===== config.mk =====
export PLATFORM = sky130hd
export DESIGN_NAME = tga_rle_pixel_decoder_unit
export DESIGN_NICKNAME = d
export VERILOG_FILES = /design/src/rtl/tga_pkg.sv /design/src/rtl/tga_rle_pixel_decoder_unit.sv /design/src/rtl/tga_cfg.sv /design/src/rtl/tga_dec.sv /design/src/rtl/tga_obuf.sv
export SDC_FILE = /design/constraint.sdc
export NUM_CORES = 1
export LEC_CHECK = 0
export ABC_AREA = 1
export BUFFER_PORTS_ARGS = -buffer_cell sky130_fd_sc_hd__buf_4
export CELL_PAD_IN_SITES_DETAIL_PLACEMENT = 0
export CELL_PAD_IN_SITES_GLOBAL_PLACEMENT = 1
export CORE_MARGIN = 2
export CORE_UTILIZATION = 30
export DETAILED_ROUTE_END_ITERATION = 6
export PLACE_DENSITY_LB_ADDON = 0.1
export SLEW_MARGIN = 15
export SYNTH_ARGS = -nofsm -noshare
export SYNTH_HDL_FRONTEND = slang
export SYNTH_HIERARCHICAL = 1
export SYNTH_SLANG_ARGS = --single-unit
export TNS_END_PERCENT = 100

===== constraint.sdc =====
create_clock -name clk -period 18 [get_ports clk]
set_clock_uncertainty 0.15 [all_clocks]
set_input_delay 1.8 -clock clk [delete_from_list [all_inputs] [get_ports clk]]
set_output_delay 1.8 -clock clk [all_outputs]
set_load 0.01 [all_outputs]

===== src/rtl/tga_pkg.sv =====
// Package: shared types and constants of the TGA run-length pixel decoder.
`default_nettype none

package tga_pkg;

  localparam int PIXEL_COUNT_BITS_DEF = 24;

  localparam int CFG_TOTAL_W = 24;
  localparam int CFG_BPP_W   = 3;
  localparam int CFG_IDX_W   = 2;

  localparam logic [7:0] RUN_FLAG = 8'h80;
  localparam logic [7:0] RUN_BIAS = 8'd127;

  localparam logic [CFG_BPP_W-1:0] BPP_RESET  = 3'd3;
  localparam logic [CFG_BPP_W-1:0] BPP_ALPHA  = 3'd4;
  localparam logic [2:0]           SIZE_RGB   = 3'd3;
  localparam logic [2:0]           SIZE_RGBA  = 3'd4;

  // Configuration register indexes
  typedef enum logic [CFG_IDX_W-1:0] {
    REG_BPP   = 2'd0,
    REG_RLE   = 2'd1,
    REG_TOTAL = 2'd2,
    REG_NONE  = 2'd3
  } cfg_reg_t;

  typedef struct packed {
    logic [CFG_BPP_W-1:0]   bpp;
    logic                   rle;
    logic [CFG_TOTAL_W-1:0] total;
  } cfg_t;

  typedef struct packed {
    logic       over;
    logic       last;
    logic [7:0] repeat_res;
    logic [7:0] alpha;
    logic [7:0] blue;
    logic [7:0] green;
    logic [7:0] red;
  } pix_t;

endpackage

`default_nettype wire


===== src/rtl/tga_rle_pixel_decoder_unit.sv =====
// Top level of the TGA run-length pixel decoder.
//
// Usage:
//   in_*  : one image-data byte per transaction (tdata), tuser marks the
//           first byte of an image and clears the decoder state.
//   out_* : one decoded pixel per transaction, RGB(A) order, with a repeat
//           count; tlast marks the pixel that completes the image and tuser
//           flags a packet clipped at the image end.
//   cfg_* : register writes (0 pixel size, 1 run-length mode, 2 pixel
//           total); write only while no byte is in flight.
// Throughput: one byte per cycle while in_tready is high. Headers and partial pixels give no pixel.
// Output: a pixel appears on out_* in the cycle after the byte completing it
//   is accepted, held in the single output register.
// Stall: in_tready drops only while the output register is full and
//   out_tready is low; the held pixel stays stable until taken.
// Reset (rst_n low, synchronous): drop any held pixel, return to header
//   expectation and load register defaults (3-byte pixels, run-length on,
//   pixel total 1).
`default_nettype none

module tga_rle_pixel_decoder_unit #(
  parameter int PIXEL_COUNT_BITS = tga_pkg::PIXEL_COUNT_BITS_DEF
) (
  input  wire logic                            clk,
  input  wire logic                            rst_n,
  // input bytes
  input  wire logic                            in_tvalid,
  output logic                                 in_tready,
  input  wire logic [7:0]                      in_tdata,   // [7:0] data_byte
  input  wire logic                            in_tuser,   // [0] start_image
  // decoded pixels
  output logic                                 out_tvalid,
  input  wire logic                            out_tready,
  // [7:0] red, [15:8] green, [23:16] blue, [31:24] alpha, [39:32] repeat_res
  output logic [39:0]                          out_tdata,
  output logic                                 out_tlast,  // last_pixel
  output logic                                 out_tuser,  // [0] overrun
  // configuration writes
  input  wire logic                            cfg_valid,
  output logic                                 cfg_ready,
  input  wire logic [tga_pkg::CFG_IDX_W-1:0]   cfg_index,
  input  wire logic [tga_pkg::CFG_TOTAL_W-1:0] cfg_data
);

  tga_pkg::cfg_t cfg;
  tga_pkg::pix_t dec_pix;
  tga_pkg::pix_t held_pix;
  logic          dec_valid;
  logic          in_take;

  assign cfg_ready = 1'b1;
  assign in_take   = in_tvalid && in_tready;

  tga_cfg u_cfg (
    .clk     (clk),
    .rst_n   (rst_n),
    .wr_en   (cfg_valid),
    .wr_idx  (cfg_index),
    .wr_data (cfg_data),
    .cfg     (cfg)
  );

  tga_dec #(
    .PIXEL_COUNT_BITS (PIXEL_COUNT_BITS)
  ) u_dec (
    .clk         (clk),
    .rst_n       (rst_n),
    .take        (in_take),
    .data_byte   (in_tdata),
    .start_image (in_tuser),
    .cfg         (cfg),
    .pix_valid   (dec_valid),
    .pix         (dec_pix)
  );

  // load a pixel only on the byte transaction that completes it
  tga_obuf u_obuf (
    .clk       (clk),
    .rst_n     (rst_n),
    .load      (in_take && dec_valid),
    .pix_in    (dec_pix),
    .out_ready (out_tready),
    .can_load  (in_tready),
    .out_valid (out_tvalid),
    .pix_out   (held_pix)
  );

  assign out_tdata = {held_pix.repeat_res, held_pix.alpha, held_pix.blue,
                      held_pix.green, held_pix.red};
  assign out_tlast = held_pix.last;
  assign out_tuser = held_pix.over;

endmodule

`default_nettype wire


===== src/rtl/tga_cfg.sv =====
// Configuration register file: pixel size, coding mode and pixel total.
`default_nettype none

module tga_cfg (
  input  wire logic                              clk,
  input  wire logic                              rst_n,
  input  wire logic                              wr_en,
  input  wire logic [tga_pkg::CFG_IDX_W-1:0]     wr_idx,
  input  wire logic [tga_pkg::CFG_TOTAL_W-1:0]   wr_data,
  output tga_pkg::cfg_t                          cfg
);

  tga_pkg::cfg_t cfg_r;
  tga_pkg::cfg_t cfg_nxt;

  always_comb begin
    cfg_nxt = cfg_r;
    if (wr_en) begin
      case (tga_pkg::cfg_reg_t'(wr_idx))
        tga_pkg::REG_BPP:   cfg_nxt.bpp   = wr_data[tga_pkg::CFG_BPP_W-1:0];
        tga_pkg::REG_RLE:   cfg_nxt.rle   = wr_data[0];
        tga_pkg::REG_TOTAL: cfg_nxt.total = wr_data;
        default:            cfg_nxt       = cfg_r;
      endcase
    end
  end

  always_ff @(posedge clk) begin
    if (!rst_n) begin
      cfg_r.bpp   <= tga_pkg::BPP_RESET;
      cfg_r.rle   <= 1'b1;
      cfg_r.total <= tga_pkg::CFG_TOTAL_W'(1);
    end else begin
      cfg_r <= cfg_nxt;
    end
  end

  assign cfg = cfg_r;

endmodule

`default_nettype wire


===== src/rtl/tga_dec.sv =====
// Byte decoder: packet header parsing, pixel assembly and image end tracking.
`default_nettype none

module tga_dec #(
  parameter int PIXEL_COUNT_BITS = tga_pkg::PIXEL_COUNT_BITS_DEF
) (
  input  wire logic          clk,
  input  wire logic          rst_n,
  input  wire logic          take,
  input  wire logic [7:0]    data_byte,
  input  wire logic          start_image,
  input  wire tga_pkg::cfg_t cfg,
  output logic               pix_valid,
  output tga_pkg::pix_t      pix
);

  localparam int W = PIXEL_COUNT_BITS;

  logic [2:0]   phase_r, phase_nxt;
  logic         is_run_r, is_run_nxt;
  logic [7:0]   left_r, left_nxt;
  logic [7:0]   blue_r, blue_nxt;
  logic [7:0]   green_r, green_nxt;
  logic [7:0]   red_r, red_nxt;
  logic [W-1:0] done_cnt_r, done_cnt_nxt;
  logic         img_done_r, img_done_nxt;

  logic [2:0]      phase_c;
  logic            is_run_c;
  logic [7:0]      left_c;
  logic [W-1:0]    done_c;
  logic            img_done_c;
  logic [2:0]      size;
  logic [7:0]      alpha;
  logic [7:0]      rep;
  logic            over;
  logic            last;
  logic [W+23:0]   total_ext;
  logic [W-1:0]    total_c;
  logic [W-1:0]    pix_left;
  logic [W+7:0]    rep_wide;
  logic [W-1:0]    rep_ext;

  always_comb begin
    // start of image clears the decoder before this byte is taken
    phase_c    = start_image ? 3'd0 : phase_r;
    is_run_c   = start_image ? 1'b0 : is_run_r;
    left_c     = start_image ? 8'd0 : left_r;
    done_c     = start_image ? '0 : done_cnt_r;
    img_done_c = start_image ? 1'b0 : img_done_r;

    phase_nxt    = phase_c;
    is_run_nxt   = is_run_c;
    left_nxt     = left_c;
    blue_nxt     = blue_r;
    green_nxt    = green_r;
    red_nxt      = red_r;
    done_cnt_nxt = done_c;
    img_done_nxt = img_done_c;

    pix_valid = 1'b0;
    size      = (cfg.bpp == tga_pkg::BPP_ALPHA) ? tga_pkg::SIZE_RGBA : tga_pkg::SIZE_RGB;
    alpha     = 8'd0;
    rep       = 8'd1;
    over      = 1'b0;
    last      = 1'b0;
    rep_wide  = '0;
    rep_ext   = '0;

    total_ext = {{W{1'b0}}, cfg.total};
    total_c   = total_ext[W-1:0];
    if (total_c == '0) total_c = W'(1);
    pix_left  = (total_c > done_c) ? (total_c - done_c) : '0;

    if (img_done_c) begin
      // hold everything until the next image
    end else if (cfg.rle && left_c == 8'd0) begin
      // packet header
      if ((data_byte & tga_pkg::RUN_FLAG) != 8'd0) begin
        is_run_nxt = 1'b1;
        left_nxt   = data_byte - tga_pkg::RUN_BIAS;
      end else begin
        is_run_nxt = 1'b0;
        left_nxt   = data_byte + 8'd1;
      end
      phase_nxt = 3'd0;
    end else begin
      case (phase_c)
        3'd0:    blue_nxt  = data_byte;
        3'd1:    green_nxt = data_byte;
        3'd2:    red_nxt   = data_byte;
        default: alpha     = (size == tga_pkg::SIZE_RGBA) ? data_byte : 8'd0;
      endcase

      if ((phase_c + 3'd1) < size) begin
        phase_nxt = phase_c + 3'd1;
      end else begin
        phase_nxt = 3'd0;
        pix_valid = 1'b1;

        if (cfg.rle && is_run_c) begin
          rep      = left_c;
          left_nxt = 8'd0;
        end else begin
          rep = 8'd1;
          if (cfg.rle) left_nxt = left_c - 8'd1;
        end

        // clip at the image end
        rep_wide = {{W{1'b0}}, rep};
        rep_ext  = rep_wide[W-1:0];
        if (rep_ext > pix_left) begin
          rep  = (pix_left == '0) ? 8'd1 : pix_left[7:0];
          over = 1'b1;
        end
        rep_wide     = {{W{1'b0}}, rep};
        rep_ext      = rep_wide[W-1:0];
        done_cnt_nxt = done_c + rep_ext;
        last         = over || (rep_ext >= pix_left);

        if (last) begin
          if (cfg.rle && left_nxt != 8'd0) over = 1'b1;
          img_done_nxt = 1'b1;
          left_nxt     = 8'd0;
          is_run_nxt   = 1'b0;
        end
      end
    end

    pix.red        = red_nxt;
    pix.green      = green_nxt;
    pix.blue       = blue_nxt;
    pix.alpha      = alpha;
    pix.repeat_res = rep;
    pix.last       = last;
    pix.over       = over;
  end

  always_ff @(posedge clk) begin
    if (!rst_n) begin
      phase_r    <= 3'd0;
      is_run_r   <= 1'b0;
      left_r     <= 8'd0;
      done_cnt_r <= '0;
      img_done_r <= 1'b0;
    end else if (take) begin
      phase_r    <= phase_nxt;
      is_run_r   <= is_run_nxt;
      left_r     <= left_nxt;
      done_cnt_r <= done_cnt_nxt;
      img_done_r <= img_done_nxt;
    end
  end

  // each pixel writes all three color latches before it is given
  always_ff @(posedge clk) begin
    if (take) begin
      blue_r  <= blue_nxt;
      green_r <= green_nxt;
      red_r   <= red_nxt;
    end
  end

endmodule

`default_nettype wire


===== src/rtl/tga_obuf.sv =====
// Output register: holds one decoded pixel until the receiver takes it.
`default_nettype none

module tga_obuf (
  input  wire logic          clk,
  input  wire logic          rst_n,
  input  wire logic          load,
  input  wire tga_pkg::pix_t pix_in,
  input  wire logic          out_ready,
  output logic               can_load,
  output logic               out_valid,
  output tga_pkg::pix_t      pix_out
);

  logic          valid_r, valid_nxt;
  tga_pkg::pix_t pix_r;

  assign can_load = !valid_r || out_ready;

  always_comb begin
    valid_nxt = valid_r;
    if (load)           valid_nxt = 1'b1;
    else if (out_ready) valid_nxt = 1'b0;
  end

  always_ff @(posedge clk) begin
    if (!rst_n) begin
      valid_r <= 1'b0;
    end else begin
      valid_r <= valid_nxt;
    end
  end

  always_ff @(posedge clk) begin
    if (load) begin
      pix_r <= pix_in;
    end
  end

  assign out_valid = valid_r;
  assign pix_out   = pix_r;

endmodule

`default_nettype wire


### Yosys cells after proc, flatten, opt, wreduce, memory -nomap -nowiden

Index checks and enable logic that the tools add are counted.

* register bits: 132
* latch bits: 0
* bits in writable memories: 0
* bits in read-only memories: 0
* input bits: 40
* output and inout bits: 45
* logic and storage cells: 118
* memories: 0

* $add $sub $neg: 6
* multiply operators: 0
* div/mod/pow operators: 0
* $lt $le $gt $ge: 4
* equal/unequal tests: 6
* shift operators: 0
* muxes and demuxes: 62
* bitwise gates (word level): 1
* reduce and logical (&&, ||, !) cells: 20

Operators by type and width (number)
* 8-bit two-way mux: 29
* 24-bit two-way mux: 6
* 24-bit zero test: 2
* 24-bit by 8-bit adder with 24-bit output: 1
* 8-bit by 24-bit greater-or-equal comparator with 1-bit output: 1
* 24-bit > comparator: 1
* 8-bit by 24-bit > comparator with 1-bit output: 1
* 24-bit subtractor: 1
* 1-bit two-way mux: 22
* 3-bit two-way mux: 5
* 8-bit by 1-bit adder with 8-bit output, second input constant: 1
* 8-bit zero test: 1
* 8-bit nonzero test: 1
* 8-bit by 1-bit subtractor with 8-bit output, second input constant: 1
* 8-bit by 7-bit subtractor with 8-bit output, second input constant: 1
* 3-bit == test, second input constant: 2
* 2-bit AND reduction: 3
* 6-bit OR reduction: 1
* 1-bit logical AND: 5
* 3-bit by 1-bit adder with 3-bit output, second input constant: 1
* 3-bit by 1-bit == test with 1-bit output, second input constant: 1
* 3-bit by 2-bit == test with 1-bit output, second input constant: 1
* 3-bit zero test: 1
* 3-bit less-than comparator: 1
* other kinds (8): 9

### Depth between registers and ports, before layout

* depth in word-level cells: 17
* depth in mapped cells: 47
* gate-level depth less buffers: 45

### Modules after synthesis

The synthesis kept the hierarchy.

By module, submodules not included
* tga_dec: instances 1, cells an instance 1132, area each 6708.9 um^2, seq. area each 1461.4 um^2
* tga_obuf: instances 1, cells an instance 48, area each 1307.5 um^2, seq. area each 1281.2 um^2
* tga_cfg: instances 1, cells an instance 175, area each 1166.1 um^2, seq. area each 560.5 um^2
* tga_rle_pixel_decoder_unit: instances 1, cells an instance 6, area each 28.8 um^2, seq. area each 0.0 um^2

### Least setup slack after synthesis

Ideal clock, no wire load.

* path kind: input to register
* from: in in_tuser
* to: reg u_dec.done_cnt_r[15]
* setup time: 0.064 ns
* arrival: 6.703 ns
* data required time: 17.786 ns
* path slack: 11.083 ns
* stages on the path: 39
* path through: inv_2 > buf_1 > nand2_1 > ha_1 > nand2_1 > nor2_2 > o21ai_1 > nand2_1 > nand3_1 > nand3_1 > nand2_2 > inv_2 > buf_6 > nand3_1 > ha_1 > nand3_1 > o211ai_1 > nand2_1 > [... 3 more ...] > nand2_1 > o21ai_2 > inv_1 > ha_1 > nand3_1 > nand2_1 > a21oi_1 > o21bai_1 > a21oi_1 > o21bai_1 > nand2_1 > nand2_1 > nand2_1 > nor2_1 > nand2_1 > o21ai_0 > inv_1 > nor2_1

* longest elaborated chain between the ends: 15
* elaborated cells between the ends (all ways): 28
* classes of those cells: add/sub (3); order compare (3); mux (18); reduce/logical (4)

Ends and longest elaborated chain
* start, declared: line tga_rle_pixel_decoder_unit.sv:30 `input wire logic in_tuser,`
* parallel branches: the longest is 14 deep, another holds 24-bit subtractor
* 24-bit two-way mux (*): line tga_dec.sv:75 `if (img_done_c) begin`
* end signal, assigned: line tga_dec.sv:150 `done_cnt_r <= done_cnt_nxt;`
* end, declared: line tga_dec.sv:25 `logic [W-1:0] done_cnt_r, done_cnt_nxt;`

Every way passes the cells marked *. The select of a mux whose other input is x is not followed.
A chain may end at the register's enable or synchronous reset.

### Worst setup path after layout

Ends and elaborated chain as after synthesis.

==> flow_summary.ini <==
[outcome]
status = finished, final reports clean

[route]
drc = 0
vias = 8438
drt_iter0_markers = 540
drt_pre_antenna_iters = 6
totalWireLength_mm = 28.9
drtAntennaViolNets = 0
viasPerCell = 4.64
drt-wirelength-per-cell_um = 15.9

[worst_setup_path]
start_kind = input pin
endpoint_kind = register
cp_max_fo = 20
arrival_ps = 7810
crit_slowest_cell = ha_1
cp_common_cell = nand2_1
crit_type = input pin to register
cp.required_ps = 18220
cp_slowest_stage_delay_ps = 390

[clocking]
cts_resized = 0
cts_buffers = 17
root_buffer = clkbuf_16
clock_path_buffers = 2
clkLatencyLatePin_ps = 430
postCtsHoldBufs = 0
cts_setup_buffers = 0
htree_levels = 4
clkTransAtPathRegs_ps = 60
cts_tree = done
clock-sinks = 132

[grt]
track_usage = 0.186
antenna_found_initial = 0
grt_max_degree = 50
grt_first_pass_wirelength_mm = 45.3
grt_pass1_vias = 8155
overflow = 0

[synth]
ys_seq_area_frac = 0.359
avgSynthCellArea_um2 = 6.77
yosysTopAreaCell = edfxtp_1
yosysWarnings = 6
synth_area_leaders = edfxtp_1, nand2_1, dfxtp_1
syn-cell-area_mm2 = 0.00921
synth_edf_count = 66
synth_cells = 1361
synth_top_area_share = 0.215
ys_seq_elements = 132
synth_cell_types = 49
synth_ff_type = edfxtp_1
synth-async-reset-ratio = 0
synth_nets = 1459

[floorplanning]
die_area_mm2 = 0.0321
row_count = 64
fp.dieH_um = 179
start_util = 0.303
die_x_um = 179
pin_count = 85
core_mm2 = 0.0304

[pwr]
power.density_mw_per_mm2 = 86.8
p_leak_uw = 0.00509
irDropWorstVdd_uv = 57.9

[worst_hold_path]
hold_class = register to register

[timing]
fin_tns_setup_ps = 0
worst-slew-pin-transition_ps = 925
setup_slack_ps = 10400
fin_crit_ps = 7600
slew_headroom = 0.383
final_hold_viol_count = 0
setup_viol = 0
fmax_mhz = 132
rsz0062_at_grt = no
slew_viol_final = 0
fin_crit_sh = 0.422

[place]
gp_congestion = 0.874
pre_cts_ws_ps = 9940
dp_hpwl_mm = 22.6
dp_cells = 1788
io_buffers = 83

[layout]
finalNonFillerCells = 1819
syn_to_final_growth_pct = 15.6
nets = 1509
drive_above_1_share = 0.106
fill_cells = 3388
num_antenna_cells = 0

[run]
drv_cap = 0
==> synth_stat cells, types with 3 or more instances <==
cell	instances
nand2_1	377
inv_1	224
nor2_1	171
o21ai_0	73
a21oi_1	70
dfxtp_1	66
edfxtp_1	66
ha_1	56
nand3_1	55
clkbuf_1	39
nor3_1	25
nand4_1	23
xor2_1	10
buf_4	7
nand2_2	7
nor2_2	7
nor4_1	7
buf_2	5
o211ai_1	5
o21ai_1	5
or2_2	5
a22oi_1	4
nor2_4	4
o21bai_1	4
a31oi_1	3
and2_1	3
buf_6	3
inv_2	3
nand3b_1	3
o21ai_2	3
xnor2_1	3
==> metal layers <==
metal | routed length (um) | track usage | vias up
met5 | 0 | 0 | -
met4 | 408 | 0.0494 | 0
met2 | 13500 | 0.309 | 138
met1 | 14000 | 0.253 | 3840
met3 | 989 | 0.0271 | 29
li1 | - | - | 4431
==> cell type report <==
cell class / count / area [um^2] / share of cell area
clock buffer: 20 / 437 / 0.0410
clock inverter: 11 / 111 / 0.0105
inverter: 229 / 862 / 0.0810
multi-input combinational: 945 / 4790 / 0.450
sequential: 132 / 3300 / 0.310
tap: 396 / 495 / 0.0465
timing repair buffer: 86 / 646 / 0.0607
==> cell usage in the layout (no fill, tap or decap), drive strengths merged, types with 2 or more instances in the layout <==
| cell | instances |
|---|---|
| nand2 | 384 |
| inv | 229 |
| nor2 | 182 |
| buf | 86 |
| o21ai | 81 |
| a21oi | 72 |
| dfxtp | 66 |
| edfxtp | 66 |
| nand3 | 58 |
| ha | 56 |
| nor3 | 28 |
| nand4 | 25 |
| clkbuf | 20 |
| xor2 | 10 |
| clkinv | 8 |
| nor4 | 7 |
| or2 | 5 |
| o211ai | 5 |
| o21bai | 4 |
| a22oi | 4 |
| and2 | 3 |
| nand3b | 3 |
| xnor2 | 3 |
| a31oi | 3 |
| bufinv | 2 |
| or4 | 2 |
| nor3b | 2 |
| fa | 2 |
==> path summary, 6_finish.rpt <==
| check | slack (ps) | cells past startpoint | from | to |
|---|---|---|---|---|
| setup reg to reg | 11050 | 38 | u_cfg/cfg[2] | u_dec/done_cnt_r[15] |
| hold / removal | 310 | 2 | u_cfg/cfg[25] | u_cfg/cfg[25] |
| hold reg to reg | 310 | 2 | u_cfg/cfg[25] | u_cfg/cfg[25] |
| setup / recovery | 10400 | 38 | in_tuser | u_dec/done_cnt_r[15] |
==> power breakdown <==
part | total [uW] | internal (uW) | switching [uW]
Clock | 337 | 201 | 136
Combinational | 243 | 76.7 | 166
Sequential | 344 | 335 | 9.23
Total | 924 | 613 | 311
==> flip-flops by register name, indices dropped and copies added (netlist names), 3 cells and up <==
signal            count
u_dec/phase_r         3
u_cfg/cfg            28
u_dec/red_r           8
u_dec/left_r          8
u_dec/blue_r          8
u_dec/green_r         8
u_obuf/pix_out       42
u_dec/done_cnt_r     24
==> worst max-delay path, delay by kind of cell <==
kind | cells | cell delay [ps]
and+or+nand+nor | 20 | 2550
AOI/OAI and AO/OA | 9 | 1310
adders and majority gates | 3 | 1110
buffers and inverters | 6 | 1020
==> kinds of logic after synthesis <==
kind of cell	Yosys count	share of synthesized area
other cells	1	0.000407
compound gates	173	0.101
fa+ha+maj	58	0.0804
flops	132	0.359
buf+inv	284	0.122
xor+xnor	13	0.0124
simple gates	700	0.325
==> through the flow <==
step / util / cell area, um^2 / hold slack [ps] / total power (uW)
4_1_cts: 0.350 / 10600 / 313 / 938
2_1_floorplan: - / 9210 / 280 / 524
3_3_place_gp: 0.332 / 10100 / 295 / 596
6_report: 0.350 / 10600 / 309 / 924
3_5_place_dp: 0.332 / 10100 / 298 / 595
5_1_grt: 0.350 / 10600 / 331 / 982
Power figures use the tool's default switching activity.
